`config.mk`:
```
export PLATFORM = sky130hd
export DESIGN_NAME = lru_buffer_pool_manager_unit
export DESIGN_NICKNAME = d
export VERILOG_FILES = /design/src/rtl/lbpm_pkg.sv /design/src/rtl/lru_buffer_pool_manager_unit.sv /design/src/rtl/lbpm_frame_store.sv
export VERILOG_INCLUDE_DIRS = /design/src /design/src/rtl
export SDC_FILE = /design/constraint.sdc
export NUM_CORES = 1
export LEC_CHECK = 0
export BUFFER_PORTS_ARGS = -buffer_cell sky130_fd_sc_hd__buf_4
export CAP_MARGIN = 20
export CORE_UTILIZATION = 57
export CTS_CLUSTER_SIZE = 16
export DETAILED_ROUTE_END_ITERATION = 7
export GPL_TIMING_DRIVEN = 1
export PLACE_DENSITY = 0.85
export SLEW_MARGIN = 15
export SYNTH_ARGS = -nofsm -noshare
export SYNTH_HDL_FRONTEND = slang
export SYNTH_SLANG_ARGS = --single-unit
```
`constraint.sdc`:
```
create_clock -name clk_i -period 6 [get_ports clk_i]
set_input_delay 0.9 -clock clk_i [delete_from_list [all_inputs] [get_ports clk_i]]
set_output_delay 0.9 -clock clk_i [all_outputs]
set_load 0.01 [all_outputs]
```
`src/rtl/lru_buffer_pool_manager_unit_macros.svh`:
```
// assertion macros for the buffer pool manager
`ifndef LRU_BUFFER_POOL_MANAGER_UNIT_MACROS_SVH
`define LRU_BUFFER_POOL_MANAGER_UNIT_MACROS_SVH

// same-cycle implication, sampled on clk_i, off during reset
`define LBPM_ASSERT(label, ante, cons) \
  label: assert property (@(posedge clk_i) disable iff (!rst_ni) (ante) |-> (cons)) \
    else $error("lbpm assertion failed");

// next-cycle implication, sampled on clk_i, off during reset
`define LBPM_ASSERT_NEXT(label, ante, cons) \
  label: assert property (@(posedge clk_i) disable iff (!rst_ni) (ante) |=> (cons)) \
    else $error("lbpm assertion failed");

`endif

```
`src/rtl/lbpm_pkg.sv`:
```
// shared constants, codes and word types of the buffer pool manager
package lbpm_pkg;

  localparam int FRAME_COUNT    = 16;
  localparam int PAGE_ID_BITS   = 16;
  localparam int PIN_COUNT_BITS = 8;

  localparam int IDX_W      = $clog2(FRAME_COUNT);
  localparam int CNT_W      = $clog2(FRAME_COUNT + 1);
  localparam int CFG_W      = 5;
  localparam int OPCODE_W   = 2;
  localparam int STATUS_W   = 4;

  localparam logic [CFG_W-1:0]          CFG_RESET = CFG_W'(16);
  localparam logic [PIN_COUNT_BITS-1:0] PIN_MAX   = '1;

  // request codes
  localparam logic [OPCODE_W-1:0] OP_PIN       = 2'd0;
  localparam logic [OPCODE_W-1:0] OP_UNPIN     = 2'd1;
  localparam logic [OPCODE_W-1:0] OP_FLUSH     = 2'd2;
  localparam logic [OPCODE_W-1:0] OP_FLUSH_ALL = 2'd3;

  // result codes
  localparam logic [STATUS_W-1:0] ST_HIT        = 4'd0;
  localparam logic [STATUS_W-1:0] ST_FILLED     = 4'd1;
  localparam logic [STATUS_W-1:0] ST_REPLACED   = 4'd2;
  localparam logic [STATUS_W-1:0] ST_ALL_PINNED = 4'd3;
  localparam logic [STATUS_W-1:0] ST_UNPINNED   = 4'd4;
  localparam logic [STATUS_W-1:0] ST_NOT_RES    = 4'd5;
  localparam logic [STATUS_W-1:0] ST_PIN_ZERO   = 4'd6;
  localparam logic [STATUS_W-1:0] ST_FLUSHED    = 4'd7;
  localparam logic [STATUS_W-1:0] ST_PIN_LIMIT  = 4'd8;

  typedef struct packed {
    logic [OPCODE_W-1:0]     opcode;
    logic [PAGE_ID_BITS-1:0] page_id;
    logic                    mark_dirty;
  } in_word_t;

  typedef struct packed {
    logic [STATUS_W-1:0]       status;
    logic [IDX_W-1:0]          frame_index;
    logic                      fetch_valid;
    logic                      writeback_valid;
    logic [PAGE_ID_BITS-1:0]   writeback_page;
    logic [PIN_COUNT_BITS-1:0] pin_count_now;
    logic                      last_result;
  } out_word_t;

  // one entry of the frame table as seen at the read port
  typedef struct packed {
    logic                      valid;
    logic [PAGE_ID_BITS-1:0]   tag;
    logic [PIN_COUNT_BITS-1:0] pin;
    logic                      dirty;
    logic [IDX_W-1:0]          rank;
  } fs_rd_t;

  // single write port with per-field enables
  typedef struct packed {
    logic                      we;
    logic [IDX_W-1:0]          addr;
    logic                      set_valid;
    logic                      wr_tag;
    logic                      wr_pin;
    logic                      wr_dirty;
    logic                      wr_rank;
    logic [PAGE_ID_BITS-1:0]   tag;
    logic [PIN_COUNT_BITS-1:0] pin;
    logic                      dirty;
    logic [IDX_W-1:0]          rank;
  } fs_wr_t;

endpackage

```
`src/rtl/lru_buffer_pool_manager_unit.sv`:
```
// top level of the buffer pool manager: request sequencer, output register, checks
//
// usage
// - requests come in as words on in_valid_i / in_stall_o / in_word_i and are taken
//   at a clock edge with valid high and stall low; results leave on
//   out_valid_o / out_stall_i / out_word_o the same way, one word per result
// - frames_in_use is written through cfg_we_i / cfg_wdata_i while the block is idle;
//   0 behaves as 1 and values above the frame count behave as the frame count
// - one frame-compare unit walks the frame table one entry per cycle; with n
//   frames in use (the register value after clamping) a request walks:
//     pin hit or eviction : the n-frame lookup walk, then a walk over all
//                           frames to close the recency gap
//     other requests      : the n-frame lookup walk only
//     flush-all           : the lookup walk, then a flush walk when some frame is dirty
// - the result sits in an output register; a new request is taken once the
//   sequencer is idle again, even while that result still waits to be taken
// - a stall on the output adds cycles: a full result register holds the commit
//   step, and a flush-all walk pauses on a dirty frame, until the word can be loaded
// - reset empties every frame, clears pin counts, dirty marks and ranks, sets
//   frames_in_use to 16 and drops any pending result
`include "lru_buffer_pool_manager_unit_macros.svh"

module lru_buffer_pool_manager_unit (
  input  logic                        clk_i,
  input  logic                        rst_ni,
  input  logic                        cfg_we_i,
  input  logic [lbpm_pkg::CFG_W-1:0]  cfg_wdata_i,
  input  logic                        in_valid_i,
  output logic                        in_stall_o,
  input  lbpm_pkg::in_word_t          in_word_i,
  output logic                        out_valid_o,
  input  logic                        out_stall_i,
  output lbpm_pkg::out_word_t         out_word_o
);

  typedef enum logic [5:0] {
    S_IDLE   = 6'b000001,
    S_SCAN   = 6'b000010,
    S_DECIDE = 6'b000100,
    S_RANK   = 6'b001000,
    S_COMMIT = 6'b010000,
    S_FLUSH  = 6'b100000
  } state_e;

  state_e state_q, state_d;

  // configuration
  logic [lbpm_pkg::CFG_W-1:0] cfg_q;
  logic [lbpm_pkg::CNT_W-1:0] n_clamp;

  // request held for the whole sequence
  logic [lbpm_pkg::OPCODE_W-1:0]     op_q;
  logic [lbpm_pkg::PAGE_ID_BITS-1:0] page_q;
  logic                              mdirty_q;
  logic [lbpm_pkg::CNT_W-1:0]        n_q;

  // walk pointer and what the lookup walk found
  logic [lbpm_pkg::IDX_W-1:0]          ptr_q;
  logic                                hit_q;
  logic [lbpm_pkg::IDX_W-1:0]          hit_idx_q;
  logic [lbpm_pkg::PIN_COUNT_BITS-1:0] hit_pin_q;
  logic                                hit_dirty_q;
  logic [lbpm_pkg::PAGE_ID_BITS-1:0]   hit_tag_q;
  logic [lbpm_pkg::IDX_W-1:0]          hit_rank_q;
  logic                                emp_q;
  logic [lbpm_pkg::IDX_W-1:0]          emp_idx_q;
  logic                                vic_q;
  logic [lbpm_pkg::IDX_W-1:0]          vic_idx_q;
  logic [lbpm_pkg::IDX_W-1:0]          vic_rank_q;
  logic                                vic_dirty_q;
  logic [lbpm_pkg::PAGE_ID_BITS-1:0]   vic_tag_q;
  logic [lbpm_pkg::CNT_W-1:0]          dcnt_q;
  logic [lbpm_pkg::CNT_W-1:0]          k_q;

  // frame being updated and its rank before the update
  logic [lbpm_pkg::IDX_W-1:0] tgt_q;
  logic [lbpm_pkg::IDX_W-1:0] trank_q;

  // number of valid frames over the whole table
  logic [lbpm_pkg::CNT_W-1:0] vcnt_q;

  // output register
  logic                 out_valid_q;
  lbpm_pkg::out_word_t  out_q;

  lbpm_pkg::fs_rd_t     rd;
  lbpm_pkg::fs_wr_t     wr;
  lbpm_pkg::out_word_t  emit_word;
  logic                 emit;
  logic                 can_emit;
  logic                 accept;
  logic                 ptr_at_end;
  logic                 rank_at_end;
  logic                 fill_go;
  logic                 flush_adv;
  logic                 flush_ent;
  logic                 flush_last;
  logic [lbpm_pkg::PIN_COUNT_BITS-1:0] pin_inc;
  logic [lbpm_pkg::IDX_W-1:0]          newest_rank;

  lbpm_frame_store u_store (
    .clk_i     (clk_i),
    .rst_ni    (rst_ni),
    .rd_addr_i (ptr_q),
    .rd_o      (rd),
    .wr_i      (wr)
  );

  assign in_stall_o  = (state_q != S_IDLE);
  assign accept      = in_valid_i && !in_stall_o;
  assign out_valid_o = out_valid_q;
  assign out_word_o  = out_q;
  assign can_emit    = !out_valid_q || !out_stall_i;

  assign ptr_at_end  = ((lbpm_pkg::CNT_W'(ptr_q) + lbpm_pkg::CNT_W'(1)) == n_q);
  assign rank_at_end = (ptr_q == lbpm_pkg::IDX_W'(lbpm_pkg::FRAME_COUNT - 1));

  // saturating pin raise and the rank a frame gets when made most recent
  assign pin_inc     = (hit_pin_q == lbpm_pkg::PIN_MAX) ? hit_pin_q
                                                        : hit_pin_q + 1'b1;
  assign newest_rank = lbpm_pkg::IDX_W'(vcnt_q - lbpm_pkg::CNT_W'(1));

  // flush-all walk: a dirty valid frame in range produces a word
  assign flush_ent  = rd.valid && rd.dirty;
  assign flush_last = ((k_q + lbpm_pkg::CNT_W'(1)) == dcnt_q);

  // register value clamped into 1 .. FRAME_COUNT
  always_comb begin
    if (cfg_q == '0) begin
      n_clamp = lbpm_pkg::CNT_W'(1);
    end else if (int'(cfg_q) > lbpm_pkg::FRAME_COUNT) begin
      n_clamp = lbpm_pkg::CNT_W'(lbpm_pkg::FRAME_COUNT);
    end else begin
      n_clamp = lbpm_pkg::CNT_W'(cfg_q);
    end
  end

  // sequencer: next state, table write, result word
  always_comb begin
    state_d   = state_q;
    wr        = '0;
    wr.addr   = ptr_q;
    emit      = 1'b0;
    emit_word = '0;
    emit_word.last_result = 1'b1;
    fill_go   = 1'b0;
    flush_adv = 1'b0;

    case (state_q)
      S_IDLE: begin
        if (accept) state_d = S_SCAN;
      end

      S_SCAN: begin
        if (ptr_at_end) state_d = S_DECIDE;
      end

      S_DECIDE: begin
        case (op_q)
          lbpm_pkg::OP_PIN: begin
            if (hit_q || (!emp_q && vic_q)) state_d = S_RANK;
            else                            state_d = S_COMMIT;
          end
          lbpm_pkg::OP_FLUSH_ALL: begin
            if (dcnt_q == '0) state_d = S_COMMIT;
            else              state_d = S_FLUSH;
          end
          default: state_d = S_COMMIT;
        endcase
      end

      // close the gap left by the target's old rank
      S_RANK: begin
        if (rd.valid && (ptr_q != tgt_q) && (rd.rank > trank_q)) begin
          wr.we      = 1'b1;
          wr.wr_rank = 1'b1;
          wr.rank    = rd.rank - 1'b1;
        end
        if (rank_at_end) state_d = S_COMMIT;
      end

      S_COMMIT: begin
        wr.addr = tgt_q;
        if (can_emit) begin
          emit    = 1'b1;
          state_d = S_IDLE;
          case (op_q)
            lbpm_pkg::OP_PIN: begin
              if (hit_q) begin
                wr.we      = 1'b1;
                wr.wr_pin  = 1'b1;
                wr.pin     = pin_inc;
                wr.wr_rank = 1'b1;
                wr.rank    = newest_rank;
                emit_word.status = (hit_pin_q == lbpm_pkg::PIN_MAX)
                                   ? lbpm_pkg::ST_PIN_LIMIT : lbpm_pkg::ST_HIT;
                emit_word.frame_index   = hit_idx_q;
                emit_word.pin_count_now = pin_inc;
              end else if (emp_q) begin
                fill_go      = 1'b1;
                wr.we        = 1'b1;
                wr.set_valid = 1'b1;
                wr.wr_tag    = 1'b1;
                wr.tag       = page_q;
                wr.wr_pin    = 1'b1;
                wr.pin       = lbpm_pkg::PIN_COUNT_BITS'(1);
                wr.wr_dirty  = 1'b1;
                wr.dirty     = 1'b0;
                wr.wr_rank   = 1'b1;
                wr.rank      = lbpm_pkg::IDX_W'(vcnt_q);
                emit_word.status        = lbpm_pkg::ST_FILLED;
                emit_word.frame_index   = emp_idx_q;
                emit_word.fetch_valid   = 1'b1;
                emit_word.pin_count_now = lbpm_pkg::PIN_COUNT_BITS'(1);
              end else if (vic_q) begin
                wr.we       = 1'b1;
                wr.wr_tag   = 1'b1;
                wr.tag      = page_q;
                wr.wr_pin   = 1'b1;
                wr.pin      = lbpm_pkg::PIN_COUNT_BITS'(1);
                wr.wr_dirty = 1'b1;
                wr.dirty    = 1'b0;
                wr.wr_rank  = 1'b1;
                wr.rank     = newest_rank;
                emit_word.status          = lbpm_pkg::ST_REPLACED;
                emit_word.frame_index     = vic_idx_q;
                emit_word.fetch_valid     = 1'b1;
                emit_word.writeback_valid = vic_dirty_q;
                emit_word.writeback_page  = vic_dirty_q ? vic_tag_q : '0;
                emit_word.pin_count_now   = lbpm_pkg::PIN_COUNT_BITS'(1);
              end else begin
                emit_word.status = lbpm_pkg::ST_ALL_PINNED;
              end
            end

            lbpm_pkg::OP_UNPIN: begin
              if (!hit_q) begin
                emit_word.status = lbpm_pkg::ST_NOT_RES;
              end else if (hit_pin_q == '0) begin
                emit_word.status      = lbpm_pkg::ST_PIN_ZERO;
                emit_word.frame_index = hit_idx_q;
              end else begin
                wr.we       = 1'b1;
                wr.wr_pin   = 1'b1;
                wr.pin      = hit_pin_q - 1'b1;
                wr.wr_dirty = 1'b1;
                wr.dirty    = hit_dirty_q || mdirty_q;
                emit_word.status        = lbpm_pkg::ST_UNPINNED;
                emit_word.frame_index   = hit_idx_q;
                emit_word.pin_count_now = hit_pin_q - 1'b1;
              end
            end

            lbpm_pkg::OP_FLUSH: begin
              if (!hit_q) begin
                emit_word.status = lbpm_pkg::ST_NOT_RES;
              end else begin
                wr.we       = 1'b1;
                wr.wr_dirty = 1'b1;
                wr.dirty    = 1'b0;
                emit_word.status          = lbpm_pkg::ST_FLUSHED;
                emit_word.frame_index     = hit_idx_q;
                emit_word.writeback_valid = hit_dirty_q;
                emit_word.writeback_page  = hit_dirty_q ? hit_tag_q : '0;
                emit_word.pin_count_now   = hit_pin_q;
              end
            end

            // flush-all with nothing dirty
            default: begin
              emit_word.status = lbpm_pkg::ST_FLUSHED;
            end
          endcase
        end
      end

      // one frame per cycle, pausing on a dirty frame while the output is full
      S_FLUSH: begin
        if (flush_ent) begin
          if (can_emit) begin
            emit        = 1'b1;
            flush_adv   = 1'b1;
            wr.we       = 1'b1;
            wr.wr_dirty = 1'b1;
            wr.dirty    = 1'b0;
            emit_word.status          = lbpm_pkg::ST_FLUSHED;
            emit_word.frame_index     = ptr_q;
            emit_word.writeback_valid = 1'b1;
            emit_word.writeback_page  = rd.tag;
            emit_word.pin_count_now   = rd.pin;
            emit_word.last_result     = flush_last;
            if (flush_last) state_d = S_IDLE;
          end
        end else begin
          flush_adv = 1'b1;
          if (ptr_at_end) state_d = S_IDLE;
        end
      end

      default: state_d = S_IDLE;
    endcase
  end

  // control state
  always_ff @(posedge clk_i or negedge rst_ni) begin
    if (!rst_ni) begin
      state_q     <= S_IDLE;
      cfg_q       <= lbpm_pkg::CFG_RESET;
      vcnt_q      <= '0;
      out_valid_q <= 1'b0;
    end else begin
      state_q <= state_d;
      if (cfg_we_i) cfg_q <= cfg_wdata_i;
      if (fill_go)  vcnt_q <= vcnt_q + 1'b1;
      if (emit)              out_valid_q <= 1'b1;
      else if (!out_stall_i) out_valid_q <= 1'b0;
    end
  end

  // result word
  always_ff @(posedge clk_i) begin
    if (emit) out_q <= emit_word;
  end

  // walk registers and what the lookup found
  always_ff @(posedge clk_i or negedge rst_ni) begin
    if (!rst_ni) begin
      ptr_q  <= '0;
      hit_q  <= 1'b0;
      emp_q  <= 1'b0;
      vic_q  <= 1'b0;
      dcnt_q <= '0;
      k_q    <= '0;
    end else begin
      case (state_q)
        S_IDLE: begin
          if (accept) begin
            ptr_q  <= '0;
            hit_q  <= 1'b0;
            emp_q  <= 1'b0;
            vic_q  <= 1'b0;
            dcnt_q <= '0;
          end
        end

        S_SCAN: begin
          // lowest index wins on a duplicate tag
          if (rd.valid && (rd.tag == page_q) && !hit_q) hit_q <= 1'b1;
          if (!rd.valid && !emp_q) emp_q <= 1'b1;
          if ((rd.pin == '0) && (!vic_q || (rd.rank < vic_rank_q))) vic_q <= 1'b1;
          if (rd.valid && rd.dirty) dcnt_q <= dcnt_q + 1'b1;
          if (!ptr_at_end) ptr_q <= ptr_q + 1'b1;
        end

        S_DECIDE: begin
          ptr_q <= '0;
          k_q   <= '0;
        end

        S_RANK: begin
          if (!rank_at_end) ptr_q <= ptr_q + 1'b1;
        end

        S_FLUSH: begin
          if (flush_adv && !ptr_at_end) ptr_q <= ptr_q + 1'b1;
          if (emit) k_q <= k_q + 1'b1;
        end

        default: ;
      endcase
    end
  end

  // payload captured along the walk
  always_ff @(posedge clk_i) begin
    case (state_q)
      S_IDLE: begin
        if (accept) begin
          op_q     <= in_word_i.opcode;
          page_q   <= in_word_i.page_id;
          mdirty_q <= in_word_i.mark_dirty;
          n_q      <= n_clamp;
        end
      end

      S_SCAN: begin
        if (rd.valid && (rd.tag == page_q) && !hit_q) begin
          hit_idx_q   <= ptr_q;
          hit_pin_q   <= rd.pin;
          hit_dirty_q <= rd.dirty;
          hit_tag_q   <= rd.tag;
          hit_rank_q  <= rd.rank;
        end
        if (!rd.valid && !emp_q) emp_idx_q <= ptr_q;
        if ((rd.pin == '0) && (!vic_q || (rd.rank < vic_rank_q))) begin
          vic_idx_q   <= ptr_q;
          vic_rank_q  <= rd.rank;
          vic_dirty_q <= rd.dirty;
          vic_tag_q   <= rd.tag;
        end
      end

      S_DECIDE: begin
        if (op_q == lbpm_pkg::OP_PIN && !hit_q && emp_q) begin
          tgt_q   <= emp_idx_q;
          trank_q <= '0;
        end else if (op_q == lbpm_pkg::OP_PIN && !hit_q) begin
          tgt_q   <= vic_idx_q;
          trank_q <= vic_rank_q;
        end else begin
          tgt_q   <= hit_idx_q;
          trank_q <= hit_rank_q;
        end
      end

      default: ;
    endcase
  end

  // checks
  `LBPM_ASSERT(a_vcnt_bound, 1'b1, vcnt_q <= lbpm_pkg::CNT_W'(lbpm_pkg::FRAME_COUNT))
  `LBPM_ASSERT_NEXT(a_accept_starts_walk, accept, state_q == S_SCAN)
  `LBPM_ASSERT(a_fill_has_room, fill_go, vcnt_q < lbpm_pkg::CNT_W'(lbpm_pkg::FRAME_COUNT))
  `LBPM_ASSERT(a_emit_never_overwrites, emit, !out_valid_q || !out_stall_i)

endmodule

```
`src/rtl/lbpm_frame_store.sv`:
```
// frame table: valid, tag, pin count, dirty and recency rank per frame
module lbpm_frame_store (
  input  logic                            clk_i,
  input  logic                            rst_ni,
  input  logic [lbpm_pkg::IDX_W-1:0]      rd_addr_i,
  output lbpm_pkg::fs_rd_t                rd_o,
  input  lbpm_pkg::fs_wr_t                wr_i
);

  logic [lbpm_pkg::FRAME_COUNT-1:0]    valid_q;
  logic [lbpm_pkg::FRAME_COUNT-1:0]    dirty_q;
  logic [lbpm_pkg::PAGE_ID_BITS-1:0]   tag_q  [lbpm_pkg::FRAME_COUNT];
  logic [lbpm_pkg::PIN_COUNT_BITS-1:0] pin_q  [lbpm_pkg::FRAME_COUNT];
  logic [lbpm_pkg::IDX_W-1:0]          rank_q [lbpm_pkg::FRAME_COUNT];

  always_ff @(posedge clk_i or negedge rst_ni) begin
    if (!rst_ni) begin
      valid_q <= '0;
      dirty_q <= '0;
      for (int i = 0; i < lbpm_pkg::FRAME_COUNT; i++) begin
        pin_q[i]  <= '0;
        rank_q[i] <= '0;
      end
    end else if (wr_i.we) begin
      if (wr_i.set_valid) valid_q[wr_i.addr] <= 1'b1;
      if (wr_i.wr_pin)    pin_q[wr_i.addr]   <= wr_i.pin;
      if (wr_i.wr_dirty)  dirty_q[wr_i.addr] <= wr_i.dirty;
      if (wr_i.wr_rank)   rank_q[wr_i.addr]  <= wr_i.rank;
    end
  end

  // tags only mean something once their frame is valid
  always_ff @(posedge clk_i) begin
    if (wr_i.we && wr_i.wr_tag) tag_q[wr_i.addr] <= wr_i.tag;
  end

  always_comb begin
    rd_o.valid = valid_q[rd_addr_i];
    rd_o.tag   = tag_q[rd_addr_i];
    rd_o.pin   = pin_q[rd_addr_i];
    rd_o.dirty = dirty_q[rd_addr_i];
    rd_o.rank  = rank_q[rd_addr_i];
  end

endmodule
```
[Word-level counts from Yosys, hierarchy flattened]
Memories as Yosys holds them, arrays and structs flattened.
Cells that the tools add are included.
Widths: inputs -> output; s select.
Word-level totals
  bits in registers: 387
  bits in latches: 0
  bits in writable memories: 256
  ROM bits: 0
  bits of input ports: 29
  output and inout bits: 37
  word-level logic and storage cells: 319
  memories kept: 1
Operators by class
  $add $sub $neg: 9
  multiply operators: 0
  div/mod/pow operators: 0
  order comparisons: 9
  equal/unequal tests: 32
  shifts and indexed selects: 0
  multiplexer cells: 141
  bitwise operators: 6
  reduce and logical (&&, ||, !) cells: 53
Memories
  u_store.tag_q: words 16, width 16, rd ports 1, clocked after memory_dff 0, write ports 1, line lbpm_frame_store.sv:12  | logic [lbpm_pkg::PAGE_ID_BITS-1:0] tag_q [lbpm_pkg::FRAME_COUNT];
Operators with widths (count)
  $mux 30: 5
  $bwmux 128: 1
  $mux 8: 10
  $mux 34: 2
  $mux 33: 2
  $bwmux 64: 1
  $mux 4: 16
  $mux 6: 10
  $mux 26: 2
  $pmux 25 s2: 1
  $mux 16: 3
  $pmux 6 s6: 1
  $mux 1: 35
  $mux 17: 2
  $pmux 17 s2: 1
  $bmux 8 s4: 1
  $demux 8 s4: 1
  $pmux 8 s2: 2
  $mux 7: 4
  $mux 25: 1
  $mux 5: 5
  $mux 24: 1
  $ne 2x2->1 const B: 12
  $pmux 4 s3: 2
  61 further kinds: 129

[Depth between registers and ports, before layout]
  depth after elaboration: 13
  gate-level depth with buffers: 18
  mapped depth without buffers: 11

[Modules after synthesis]
Synthesis repeated with hierarchy kept, for this count alone.
Unflattened totals
  cell total of the unflattened synthesis: 1773
  area total of the unflattened synthesis: 28145.7 µm²
Modules (own cells, without submodules)
  lbpm_frame_store: times used 1, cells each 1080, area each 20016.7 µm², sequential area each 13292.7 µm²
  lru_buffer_pool_manager_unit: times used 1, cells each 693, area each 8129.0 µm², sequential area each 4702.0 µm²

[Worst setup path before layout]
Ideal clock, no wire load.
  path kind: reg2reg
  start point: reg ptr_q[0] in the netlist's numbering
  end point: reg hit_dirty_q (enable)
  arrival time: 5.816 ns
  path slack: -0.325 ns
  cell stages (with the launch flop): 12
  cell sequence: dfrtp_1 buf_4 buf_6 buf_4 buf_4 buf_4 mux4_2 mux2i_1 nor2_1 a211oi_1 o2111ai_1 nor4_1
Between the ends
  cells in the longest elaborated chain, start to end: 5
RTL lines
  from (decl): line lru_buffer_pool_manager_unit.sv:58  | logic [lbpm_pkg::IDX_W-1:0] ptr_q;
  from (signal assigned): line lru_buffer_pool_manager_unit.sv:352  | if (!ptr_at_end) ptr_q <= ptr_q + 1'b1;
  from (signal assigned): line lru_buffer_pool_manager_unit.sv:361  | if (!rank_at_end) ptr_q <= ptr_q + 1'b1;
  from (signal assigned): line lru_buffer_pool_manager_unit.sv:365  | if (flush_adv && !ptr_at_end) ptr_q <= ptr_q + 1'b1;
  $mem_v2 16x16 / $bmux 1 s4 (equally long branches)
  $eq 16x16->1 / $mux 1 (equally long branches): line lru_buffer_pool_manager_unit.sv:387, lbpm_frame_store.sv:38
  $logic_and 1x1->1 * (2 in a row): line lru_buffer_pool_manager_unit.sv:387  | if (rd.valid && (rd.tag == page_q) && !hit_q) begin
  $reduce_and 2->1 (no source line) *
  to (signal assigned): line lru_buffer_pool_manager_unit.sv:390  | hit_dirty_q <= rd.dirty;
  to (decl): line lru_buffer_pool_manager_unit.sv:62  | logic hit_dirty_q;
Mark *: on every way between the ends. The rest lies on a longest branch, timed or not. The select of a mux whose other input is x is not followed.
A chain may end at the register's enable or synchronous reset.

[Worst setup path in the final report]
  start point: reg ptr_q[0] in the netlist's numbering
  end point: mem u_store.tag_q[12][6] in the netlist's numbering (enable)
Between the ends
  cells in the longest elaborated chain, start to end: 11
RTL lines
  $not 4->5 (not written as such): line lbpm_frame_store.sv:42  | rd_o.rank = rank_q[rd_addr_i];
  $bmux 4 s4: line lbpm_frame_store.sv:42
  $mux 4 (not written as such) (2 in a row): line lbpm_frame_store.sv:42
  $gt 4x4->1: line lru_buffer_pool_manager_unit.sv:174  | if (rd.valid && (ptr_q != tgt_q) && (rd.rank > trank_q)) begin
  $logic_and 1x1->1: line lru_buffer_pool_manager_unit.sv:174
  $mux 1: line lru_buffer_pool_manager_unit.sv:174
  $pmux 1 s3: line lru_buffer_pool_manager_unit.sv:149  | case (state_q)
  $logic_and 1x1->1: line lbpm_frame_store.sv:34  | if (wr_i.we && wr_i.wr_tag) tag_q[wr_i.addr] <= wr_i.tag;
  $mux 1: line lbpm_frame_store.sv:34
  $mux 1 (not written as such): line lbpm_frame_store.sv:34
  to (decl): line lbpm_frame_store.sv:12
Parallel ways exist; a longest one is shown, timed or not. The select of a mux whose other input is x is not followed.

==> run metrics <==
outcome=finished, final reports clean; Initial DRT Pass Iterations=6; post-detail-place hpwl=48200 um; syn nets=2005; mux cell area share after synthesis=15.6%; min Tclk post-route=5.38 ns; dominant cell type by area after synthesis=edfxtp_1; H-tree depth=2; Distinct cells, synth=69; Post-synth EDFFs=385; nets@finish=2077; # fillers=3199; gr usage total=29.8%; Die Area=50400 sq um; PwrDens=310 nW/um^2; WS Path Type=reg2reg; Fmax=186 MHz; die width=224 um; largest net degree at the start of global routing=156; Final Hold Vio Count=0; CTS tree=built; most frequent cell after synthesis=edfxtp_1; first-pass GRT wire length=112000 um; Area Overhead vs Synth=12.6%; Worst-path clk slew=0.07 ns; Synth async-reset ratio=40.0%; xor and xnor fraction of the mapped netlist area=1.49%; Top cell by count, worst path=buf_4; met2 wire len=34400 um; total grt overflow=0; Synth area leaders=edfxtp_1, dfrtp_1, mux4_2; post-CTS setup buffer count=0; Clock Skew=0.0493 ns; crit path max fanout=44; share of layout cells above drive strength 1=24.5%; maxcap violations=0; Met3 Wirelength=8910 um; Simple-Gate Fraction of Synth Area=7.01%; met1 wire length=28100 um; CP delay by family, top=simple AND/OR/NAND/NOR gates; GPL Wtd Cong=0.947; worst slew pin tran=1.12 ns; syn avg cell area=14.4 sq um; CTS sink cnt=642; Top Ports=66; setup_tns=0 ns; via count=18.4k; num rows=81; Top Metal Used=met5; post-route ant nets=0; Hold WS=0.333 ns; # DRC=0; clock root buffer=clkbuf_16; vias per inst=6.72; CP peak stage delay=0.81 ns; Initial Utilization=57.8%; crit end category=flip-flop; unrepaired setup endpoints after global routing=no; CTS Buf Count=61; CTS resizes=0; main combinational cell family by area after synthesis=multiplexers; 1st-iter DRT viols=2529; Seq/Total Area, Yosys=63.8%; CORE AREA=48800 sq um; Max VDD drop=0.234 mV; WP data required=6.36 ns; worst hold path type=in2async; P_leak=12.7 nW; Synth top area share=41.0%; Synth Area in Compound Gates=8.81%; Mapped Cells=1953; period utilization=89.7%; max_slew headroom=25.1%; top post-synthesis cells by count=edfxtp_1, dfrtp_1, o21ai_0, nand2_1, mux4_2; WL/cell=27.1 um; Synth Register Bits=642; max-slew violation count=0; YS warnings=0; Worst setup SP type=flip-flop; CP bufs+invs=2; Final Setup Violations=0; vias in the first global route=18.1k; Post-CTS Hold Buffers=0; Max clock buf depth=3; clock latency on the worst-skew pair=0.67 ns; Worst path slowest cell=dfrtp_4; Main synth FF type=edfxtp_1; Post-Route WL=74300 um; number of antenna violations at the first check in global routing=2; IO Port Bufs=65; chip height=224 um; post-synthesis adder-cell area fraction=1.02%; synthesized area=28200 sq um; WP data arrival=5.75 ns; Cell Chain, Critical Path=buf_4, mux4_2, a22oi_1, and2_1, nor4_4, or3_1, nand2_1, nor2_2, buf_4
-- kinds of logic (layout without fill, tap and decap cells) --
family / after synthesis / after routing
xor+xnor: 48 / 48
flops: 642 / 642
simple gates: 412 / 412
other cells: 0 / 1
compound gates: 404 / 404
fa+ha+maj: 23 / 23
buf+inv: 151 / 274
mux: 273 / 273
-- area by class of cell --
class / count / area [sq um] / area share, %
tap: 664 / 831 / 2.62
clock buffer: 75 / 1660 / 5.23
timing repair buffer: 121 / 928 / 2.92
clock inverter: 39 / 492 / 1.55
multi-input combinational: 1160 / 9700 / 30.5
sequential: 642 / 18000 / 56.7
antenna: 1 / 2.50 / 0.00788
inverter: 39 / 146 / 0.461
-- per-stage QoR --
stage               util (%)  worst slack (ns)  power, mW  instances  area, sq um
detailed placement      60.5             0.713       5.84       2619        29600
floorplan                  -              1.08       5.54       1953        28200
finish                  65.0             0.619       9.85       2741        31800
global route            65.0             0.268       10.1       2740        31800
CTS                     64.9             0.596       9.85       2733        31700
global placement        60.5             0.909       5.80       2617        29500
-- report_power, final --
group | total [mW] | internal [mW] | switching (mW)
sequential | 4.92 | 4.78 | 0.138
combinational | 0.847 | 0.316 | 0.531
clock | 4.08 | 2.34 | 1.74
-- flip-flops by register name, summed over array words and instances (netlist names), 5 cells and up --
| register | flops |
|---|---|
| u_store.tag_q | 256 |
| u_store.pin_q | 128 |
| u_store.rank_q | 64 |
| out_word_o | 35 |
| hit_tag_q | 16 |
| page_q | 16 |
| u_store.dirty_q | 16 |
| u_store.valid_q | 16 |
| vic_tag_q | 16 |
| hit_pin_q | 8 |
| state_q | 6 |
| cfg_q | 5 |
| dcnt_q | 5 |
| k_q | 5 |
| n_q | 5 |
-- worst reg2reg max path, cell delays in order (launching register included) --
cell	delay, ns
dfrtp_4	0.81
buf_4	0.81
mux4_2	0.39
a22oi_1	0.08
and2_1	0.31
nor4_4	0.78
or3_1	0.29
nand2_1	0.64
nor2_2	0.69
buf_4	0.29
-- cells in the final DEF (no fill, tap or decap), drive strengths merged, types with 32 or more instances in the layout --
| cell type | n |
|---|---|
| edfxtp | 385 |
| nor2 | 90 |
| nand2 | 169 |
| mux2i | 47 |
| a21oi | 64 |
| o21ai | 189 |
| mux2 | 102 |
| a22oi | 32 |
| dfrtp | 255 |
| inv | 42 |
| buf | 121 |
| mux4 | 124 |
| clkbuf | 75 |
| and2 | 32 |
-- worst paths after layout --
kind | startpoint | to | slack (ns) | cells past startpoint
worst min register to register | u_store.valid_q[2] | u_store.valid_q[2] | 0.46 | 1
worst max register to register | ptr_q[0] | u_store.tag_q[12][6] | 0.62 | 9
max in group asynchronous | rst_ni | ptr_q[1] | 4.34 | 2
min in group clk_i | in_word_i[16] | page_q[15] | 0.41 | 1
worst min-delay path | rst_ni | u_store.pin_q[31] | 0.33 | 1
worst max-delay path | ptr_q[0] | u_store.tag_q[12][6] | 0.62 | 9
-- layer usage --
layer,up-vias,global-route usage (%)
met3,240,7.51
met4,4,11.0
met1,9202,41.4
met2,1376,45.9
met5,-,0
li1,7593,-
No activity file was read; power rests on OpenSTA's default activity.
